`src/sv/psa_pkg.sv`:
```
package psa_pkg;
   localparam int SLOTS = 4;
   localparam int SLOT_W = 2;
   localparam logic [15:0] PRIO_MIN = 16'h8000;
   localparam logic [15:0] PRIO_MAX = 16'h7fff;
   localparam logic [19:0] TICK_MAX = 20'hfffff;
   localparam logic [1:0] OP_LOAD = 2'd0;
   localparam logic [1:0] OP_START = 2'd1;
   localparam logic [1:0] OP_TICK = 2'd2;
   localparam logic [1:0] OP_NOP = 2'd3;
   localparam logic CSR_SLICE = 1'b0;
   localparam logic CSR_AGING = 1'b1;
endpackage

```
`src/sv/priority_scheduler_with_aging_top.sv`:
```
// channel | ports  | tdata fields (low bit up)
// req     | req_*  | opcode, slot, arrival, burst, priority_req
// rsp     | rsp_*  | running_slot, switched, previous_slot, switch_time,
//         |        | finished, waiting_time, idle
// csr     | csr_*  | write enable, index, 8-bit data
// A load, start or other item passes from acceptance through an update state
// to the output register; a tick with a slot not yet done passes setup, a
// scan of one slot per cycle through a shared compare unit, update with
// aging, then result. Reset is synchronous; all slots start done.
// A result waits in the output register; the next item is accepted the cycle
// after it has been taken.
module priority_scheduler_with_aging_top (
   input  logic        clock,
   input  logic        reset,
   input  logic        req_tvalid,
   output logic        req_tready,
   input  logic [55:0] req_tdata,  // opcode, slot, arrival, burst, priority_req
   output logic        rsp_tvalid,
   input  logic        rsp_tready,
   output logic [47:0] rsp_tdata,  // running_slot, switched, previous_slot,
                                   // switch_time, finished, waiting_time, idle
   input  logic        csr_we,
   input  logic        csr_index,
   input  logic [7:0]  csr_wdata
);
   typedef enum logic [2:0] {S_IDLE, S_SCAN, S_UPD, S_AGE, S_OUT} state_type;
   localparam int SW = psa_pkg::SLOT_W;

   state_type state_ff;
   logic [55:0] item_ff;
   logic [15:0] arr_ff [psa_pkg::SLOTS];
   logic [15:0] rem_ff [psa_pkg::SLOTS];
   logic [15:0] org_ff [psa_pkg::SLOTS];
   logic signed [15:0] pri_ff [psa_pkg::SLOTS];
   logic [3:0] age_ff [psa_pkg::SLOTS];
   logic [psa_pkg::SLOTS-1:0] done_ff;
   logic [SW-1:0] cur_ff, last_ff, idx_ff, pick_ff;
   logic [7:0] slice_ff, tslice_ff;
   logic [3:0] aper_ff;
   logic signed [15:0] thr_ff, best_ff;
   logic found_ff, mode_ff;
   logic [19:0] tick_ff;
   logic rsp_v_ff;
   logic [47:0] rsp_ff;

   logic [1:0] op;
   assign op = item_ff[1:0];
   assign req_tready = (state_ff == S_IDLE) && !rsp_v_ff;
   assign rsp_tvalid = rsp_v_ff;
   assign rsp_tdata = rsp_ff;

   // shared compare unit: one slot per scan cycle
   logic arrived, cand, better;
   assign arrived = {4'd0, tick_ff} >= {8'd0, arr_ff[idx_ff]};
   assign better = mode_ff ? (!found_ff || pri_ff[idx_ff] > best_ff)
                           : (pri_ff[idx_ff] > best_ff);
   assign cand = arrived && !done_ff[idx_ff] && better &&
                 (!mode_ff || idx_ff != cur_ff);

   // completion arithmetic
   logic signed [21:0] wt;
   logic [15:0] rem_dec;
   logic worked, fin;
   assign rem_dec = (rem_ff[cur_ff] != 16'd0) ? rem_ff[cur_ff] - 16'd1 : 16'd0;
   assign worked = !done_ff[cur_ff];
   assign fin = worked && rem_dec == 16'd0;
   assign wt = $signed({2'b00, tick_ff}) - $signed({6'd0, arr_ff[cur_ff]})
             - $signed({6'd0, org_ff[cur_ff]});

   always_ff @(posedge clock) begin
      if (reset) begin
         state_ff <= S_IDLE;
         rsp_v_ff <= 1'b0;
         done_ff <= '1;
         cur_ff <= '0; last_ff <= '0;
         tslice_ff <= 8'd5; aper_ff <= 4'd3; slice_ff <= 8'd5;
         thr_ff <= psa_pkg::PRIO_MIN; tick_ff <= '0;
         for (int i = 0; i < psa_pkg::SLOTS; i++) age_ff[i] <= '0;
      end else begin
         if (csr_we) begin
            if (csr_index == psa_pkg::CSR_SLICE) tslice_ff <= csr_wdata;
            else aper_ff <= csr_wdata[3:0];
         end
         if (rsp_v_ff && rsp_tready) rsp_v_ff <= 1'b0;
         unique case (state_ff)
            S_IDLE: if (req_tvalid && req_tready) begin
               item_ff <= req_tdata;
               state_ff <= S_UPD;
            end
            S_UPD: begin
               rsp_ff <= {1'b0, 1'b1, 46'd0};
               if (op == psa_pkg::OP_LOAD) begin
                  arr_ff[item_ff[3:2]] <= item_ff[19:4];
                  org_ff[item_ff[3:2]] <= item_ff[35:20];
                  rem_ff[item_ff[3:2]] <= item_ff[35:20];
                  pri_ff[item_ff[3:2]] <= item_ff[51:36];
                  age_ff[item_ff[3:2]] <= '0;
                  done_ff[item_ff[3:2]] <= item_ff[35:20] == 16'd0;
                  state_ff <= S_OUT;
               end else if (op == psa_pkg::OP_START) begin
                  cur_ff <= '0; last_ff <= '0; slice_ff <= tslice_ff;
                  thr_ff <= pri_ff[0]; tick_ff <= '0;
                  for (int i = 0; i < psa_pkg::SLOTS; i++) age_ff[i] <= '0;
                  state_ff <= S_OUT;
               end else if (op == psa_pkg::OP_TICK && !(&done_ff)) begin
                  // set up the scan
                  mode_ff <= !(slice_ff != 8'd0 && !done_ff[cur_ff]);
                  if (!(slice_ff != 8'd0 && !done_ff[cur_ff])) begin
                     best_ff <= psa_pkg::PRIO_MIN;
                     pri_ff[cur_ff] <= (pri_ff[cur_ff] == psa_pkg::PRIO_MIN) ?
                        pri_ff[cur_ff] : pri_ff[cur_ff] - 16'sd1;
                  end else best_ff <= thr_ff;
                  found_ff <= 1'b0; pick_ff <= cur_ff; idx_ff <= '0;
                  state_ff <= S_SCAN;
               end else state_ff <= S_OUT;
            end
            S_SCAN: begin
               if (cand) begin
                  best_ff <= pri_ff[idx_ff]; found_ff <= 1'b1; pick_ff <= idx_ff;
               end
               idx_ff <= idx_ff + 1'b1;
               if (idx_ff == SW'(psa_pkg::SLOTS-1)) state_ff <= S_AGE;
            end
            S_AGE: begin
               logic [7:0] sl;
               logic [19:0] tn;
               logic [47:0] rs;
               logic sw;
               sl = slice_ff;
               sw = last_ff != pick_ff;
               tn = (tick_ff != psa_pkg::TICK_MAX) ? tick_ff + 20'd1 : tick_ff;
               rs = '0;
               rs[1:0] = pick_ff;
               thr_ff <= best_ff;
               if (sw) begin
                  rs[2] = 1'b1; rs[4:3] = last_ff;
                  rs[24:5] = tick_ff; sl = tslice_ff; last_ff <= pick_ff;
               end
               rsp_ff <= rs;
               tick_ff <= tn;
               if (sl != 8'd0) sl = sl - 8'd1;
               for (int k = 0; k < psa_pkg::SLOTS; k++) begin
                  if (SW'(k) != pick_ff && tn > {4'd0, arr_ff[k]}) begin
                     if (age_ff[k] + 4'd1 >= ((aper_ff == 4'd0) ? 4'd1 : aper_ff)
                         || age_ff[k] == 4'hf) begin
                        age_ff[k] <= '0;
                        if (pri_ff[k] != psa_pkg::PRIO_MAX) pri_ff[k] <= pri_ff[k] + 16'sd1;
                     end else age_ff[k] <= age_ff[k] + 4'd1;
                  end
               end
               cur_ff <= pick_ff;
               slice_ff <= sl;
               state_ff <= S_OUT;
               mode_ff <= 1'b0;
               idx_ff <= pick_ff;
            end
            S_OUT: begin
               // finish work on the running slot, then show the result
               if (op == psa_pkg::OP_TICK && rsp_ff[46] == 1'b0) begin
                  if (worked) rem_ff[cur_ff] <= rem_dec;
                  if (fin) begin
                     rsp_ff[45:25] <= {(wt[21] ? 20'd0 :
                        (wt[20] ? psa_pkg::TICK_MAX : wt[19:0])), 1'b1};
                     done_ff[cur_ff] <= 1'b1;
                     slice_ff <= tslice_ff; last_ff <= cur_ff;
                  end
               end
               rsp_v_ff <= 1'b1;
               state_ff <= S_IDLE;
            end
            default: state_ff <= S_IDLE;
         endcase
      end
   end
endmodule

```
`config.mk`:
```
export PLATFORM = sky130hd
export DESIGN_NAME = priority_scheduler_with_aging_top
export DESIGN_NICKNAME = d
export VERILOG_FILES = /design/src/sv/psa_pkg.sv /design/src/sv/priority_scheduler_with_aging_top.sv
export SDC_FILE = /design/constraint.sdc
export NUM_CORES = 1
export LEC_CHECK = 0
export BUFFER_PORTS_ARGS = -buffer_cell sky130_fd_sc_hd__buf_2
export CAP_MARGIN = 20
export CORE_MARGIN = 3
export CORE_UTILIZATION = 60
export CTS_CLUSTER_DIAMETER = 60
export DETAILED_ROUTE_END_ITERATION = 16
export PLACE_DENSITY = 0.77
export SLEW_MARGIN = 5
export SYNTH_ARGS = -nofsm -noshare
export SYNTH_HDL_FRONTEND = slang
export SYNTH_SLANG_ARGS = --single-unit
```
`constraint.sdc`:
```
create_clock -name clock -period 9.7 [get_ports clock]
set_clock_uncertainty 0.2 [all_clocks]
set_input_delay 1.455 -clock clock [delete_from_list [all_inputs] [get_ports clock]]
set_output_delay 1.455 -clock clock [all_outputs]
set_load 0.02 [all_outputs]
```
# Yosys cells after proc, flatten, opt, wreduce, memory -nomap -nowiden
# Memories as Yosys holds them, arrays and structs flattened. A register that Yosys moved wholly into a read port is not among the register bits.
# Index checks and enable logic that the tools add are counted.
# classes
n_lt_le_gt_ge,15
multipliers,0
n_eq_ne,33
add_sub_neg,15
reduce_logical,64
shift,0
div_mod_pow,0
mux,201
n_bitwise,16
# ops
cell,count
16-bit 2-to-1 mux,12
1-bit 2-to-1 mux,105
20-bit 2-to-1 mux,5
20-bit by 16-bit > comparator with 1-bit output,4
4-bit 2-to-1 mux,17
"16-bit by 2-bit adder with 16-bit output, second input constant",4
8-bit 2-to-1 mux,8
"16-bit by 15-bit != test with 1-bit output, second input constant",4
16-bit one-hot mux with 2 select lines,2
2-bit 2-to-1 mux,26
25-bit one-hot mux with 2 select lines,1
16-bit OR reduction,3
21-bit 2-to-1 mux,2
21-bit one-hot mux with 2 select lines,1
20-bit one-hot mux with 2 select lines,1
16-bit zero test,2
8-bit one-hot mux with 3 select lines,1
23-bit 2-to-1 mux,1
21-bit by 17-bit subtractor with 22-bit output,1
20-bit by 16-bit subtractor with 21-bit output,1
"20-bit by 1-bit adder with 20-bit output, second input constant",1
20-bit by 16-bit greater-or-equal comparator with 1-bit output,1
"2-bit != test, second input constant",10
"20-bit != test, second input constant",1
other kinds (49),130
# totals
register_bits,190
out_inout_bits,50
n_memories,5
word_cells,367
latch_bits,0
inputBits,70
rom_bits,0
mem_bits_rw,272
# memory_table
name,words,word_bits,rd,rd_ports_with_merged_regs,write_ports,line,source
arr_ff,4,16,6,2,1,priority_scheduler_with_aging_top.sv:31,logic [15:0] arr_ff [psa_pkg::SLOTS];
org_ff,4,16,1,1,1,priority_scheduler_with_aging_top.sv:33,logic [15:0] org_ff [psa_pkg::SLOTS];
pri_ff,4,16,6,2,4,priority_scheduler_with_aging_top.sv:34,logic signed [15:0] pri_ff [psa_pkg::SLOTS];
rem_ff,4,16,1,1,1,priority_scheduler_with_aging_top.sv:32,logic [15:0] rem_ff [psa_pkg::SLOTS];
age_ff,4,4,4,0,4,priority_scheduler_with_aging_top.sv:35,logic [3:0] age_ff [psa_pkg::SLOTS];

# Logic depth before layout (Yosys ltp)
# logic_depth
depth_word,14
ltp_mapped,27
mapped_depth_nobuf,21

# Worst setup path before layout
# No wires, ideal clock.
# synth_timing
path_kind,in2reg
from,in reset
to,reg item_ff[0] (enable)
path_buffers,3
slack_ps,1894
setup_ps,590
arrival_ps,7016
path_stages,4
required_ps,8910
cell_sequence,clkbuf_1 > clkbuf_1 > buf_1 > nor4_1
# synth_between
elab_chain_len,2
# synth_rtl
element,line,source
"start, declared",priority_scheduler_with_aging_top.sv:14,"input logic reset,"
1-bit inverter (no source line),--,
3-bit AND reduction (no source line),--,
"end signal, assigned",priority_scheduler_with_aging_top.sv:87,item_ff <= req_tdata;
"end, declared",priority_scheduler_with_aging_top.sv:30,logic [55:0] item_ff;
# Every way passes these cells.
# A chain may end at the register's enable or synchronous reset.

==> impl_metrics.ini <==
[outcome]
status = finished clean

[detailed_routing]
drt-initial-drc-count = 1932
wl_um = 65640
wl_per_cell_um = 21.59
drc = 0
dr_total_vias = 19180
firstDrtPassIters = 6
via_per_inst = 6.310
ant_nets = 0

[timing]
min_period_over_period = 0.7351
slew_headroom = 0.2910
rsz0062_at_grt = no
setup_viol = 0
worst_slew_pin_slew_ns = 1.060
totalNegativeSetupSlack_ns = 0
fmax_ghz = 0.1402
slew_viol_final = 0
fin_ws_ns = 2.569
final_hold_viol_count = 0
final.min_clock_period_ns = 7.131

[cells_and_area]
diodes = 0
layout-drive-gt1-share = 0.1556
layout_commonest_cell = edfxtp_1
fin_nets = 2645
layout.cells.non_filler = 3040
syn_to_final_growth_pct = 11.08
stdcell_area_um2 = 29500
layout_common_cells = edfxtp_1, nand2_1, inv_1

[synthesis]
synth-edff-count = 385
avgSynthCellArea_um2 = 11.50
ys.flop_type = edfxtp_1
postSynthCellCount = 2309
ys_types = 74
synthArstFlopShare = 0
ys_seq_elements = 465
syn_area_um2 = 26550
synth_nets = 2540
yosysWarnings = 0
netlist_top_cells_area = edfxtp_1, mux4_2, ha_1
synth_top_area_frac = 0.4354
seq_area_frac_synth = 0.4957
synth_top_area_cell = edfxtp_1

[placed_design]
place.gp.congestion = 0.9186
placed_cells = 2945
dpl.hpwl_um = 46590
dpl-instance-area_um2 = 27720
dp_slack_ns = 2.838
port_buffers = 114

[setup_path]
max_stage_delay_ns = 0.78
r2r_cells = 18
cpLargestDelayFamily = simple AND/OR/NAND/NOR gates
cp-end-kind = register
path_cells = and4_1 > nand3_1 > nor4_1 > nand4_1 > nand4_1 > nor2_1 > nand4_1 > xnor2_1 > ha_1 > a21o_1 > a21o_1 > a21oi_1 > o211ai_1 > o21ai_0 > a221oi_1 > nand2b_1 > a21o_1 > nand2_1
critPathMaxFanout = 17
cp_num_buf_inv = 0
critPathRequiredTime_ns = 9.62
critical_path.slowest_cell = nand2_1
cp.arrival_ns = 7.05
r2r-start = tick_ff[3]$_SDFFE_PP0P_
crit_cells = 18
criticalPathCategory = reg -> reg
crit_start = tick_ff[3]$_SDFFE_PP0P_
critPathLaunchType = register

[global_routing]
grt_max_degree = 53
grt_pass1_vias = 18820
grt_pass1_wl_um = 103100
antenna_found_initial = 0
grt.total_usage = 0.2802
grt_overflow = 0

[clock_network]
clk_path_buf_depth = 3
cts_made_buffers = 49
post_cts_buffers = 0
clock_latency_ns = 0.59
clkSlewWorstSetupHoldPaths_ns = 0.07
cts.htree.levels = 2
cts_num_sinks = 465
cts_hold_buf = 0
root_buffer = clkbuf_16
cts_tree = done
ctsResizeCount = 0

[pwr]
ir_drop_mv = 0.1311
p_int_uw = 3463
p_leak_uw = 0.01152
power.total_uw = 4386
swShare = 0.2103
p_per_area_nw_per_um2 = 148.7
power.share.clock = 0.458
combPwrFrac = 0.039
power_frac_seq = 0.504
switching_power_uw = 922.5

[flow_run]
max-cap-violations = 0

[die]
boundaryPins = 120
fp.dieW_um = 216.4
num_rows = 76
die_h_um = 216.4
die_area_um2 = 46820
coreArea_um2 = 43360
initial_utilization = 0.6124

[hold_path]
hold_path_class = reg -> reg
min_path_cells = 2
min_from = aper_ff[3]$_SDFFE_PP0P_
==> worst register-to-register path, stage by stage (launching register included) <==
cell and delay [ns]:
dfxtp_1 0.59, and4_1 0.28, nand3_1 0.22, nor4_1 0.61, nand4_1 0.45, nand4_1 0.40
nor2_1 0.23, nand4_1 0.19, xnor2_1 0.26, ha_1 0.34, a21o_1 0.16, a21o_1 0.17
a21oi_1 0.20, o211ai_1 0.11, o21ai_0 0.34, a221oi_1 0.17, nand2b_1 0.21, a21o_1 0.75
nand2_1 0.78
==> area by class of cell <==
class / instances / area (um2)
clock inverter: 25 / 361.6
sequential: 465 / 13170
clock buffer: 67 / 1376
timing repair buffer: 143 / 808.3
fill: 3159 / 13870
multi-input combinational: 1571 / 12350
tap: 585 / 732.0
inverter: 184 / 690.7
==> cell usage after synthesis (39+ instances only) <==
library cell	instances
a21o_1	42
nand2_1	200
a21oi_1	117
mux4_2	97
inv_1	183
nor2_1	158
dfxtp_1	80
nand3_1	63
ha_1	159
edfxtp_1	385
o21ai_0	87
xnor2_1	82
clkbuf_1	64
and3_1	39
xor2_1	50
nand4_1	39
mux2i_1	64
==> power groups by stage <==
stage	combinational (uW)	clock (uW)	sequential (uW)
3_5_place_dp	167	0	2250
3_3_place_gp	161	0	2250
2_1_floorplan	105	0	2250
6_report	169	2010	2210
5_1_grt	187	2120	2210
4_1_cts	168	2040	2210
==> final timing paths <==
path	end	slack, ns
setup / recovery	pri_ff[0][6]$_DFFE_PP_	2.57
hold / removal	aper_ff[3]$_SDFFE_PP0P_	0.27
setup reg to reg	pri_ff[0][6]$_DFFE_PP_	2.57
hold reg to reg	aper_ff[3]$_SDFFE_PP0P_	0.27
==> per-layer routing <==
layer / up-vias / GRT usage / wire [um]
met4: 0 / 0.1062 / 2334
met5: - / 0 / 0
met1: 9320 / 0.3751 / 26790
met3: 158 / 0.05076 / 5527
li1: 8812 / - / -
met2: 892 / 0.4612 / 30990
==> registers in the layout (all words and copies together) (netlist names), 2 cells and up, named ones only <==
name and cells:
org_ff 64, rsp_tdata 47, thr_ff 16, cur_ff 2, tick_ff 20, slice_ff 8
best_ff 16, done_ff 4, idx_ff 2, pri_ff 64, item_ff 52, arr_ff 64
pick_ff 2, state_ff 3, rem_ff 64, last_ff 2, age_ff 16, tslice_ff 8
aper_ff 4
==> per-stage QoR <==
stage,utilization,hold WS (ns)
2_1_floorplan,-,0.2363
3_3_place_gp,0.6392,0.2481
3_5_place_dp,0.6392,0.2586
4_1_cts,0.6792,0.2682
5_1_grt,0.6802,0.2891
6_report,0.6802,0.2691
==> logic make-up after synthesis <==
| logic type | after synthesis | share of synthesized area |
|---|---|---|
| xor gates and xnor gates | 132 | 0.04354 |
| muxes | 181 | 0.1149 |
| other | 1 | 0.0001412 |
| AOI/OAI and AO/OA | 432 | 0.1076 |
| DFF | 465 | 0.4957 |
| adders and majority gates | 161 | 0.07643 |
| and+or+nand+nor | 664 | 0.1214 |
| buffers and inverters | 273 | 0.04029 |
No activity file was read; power rests on OpenSTA's default activity.
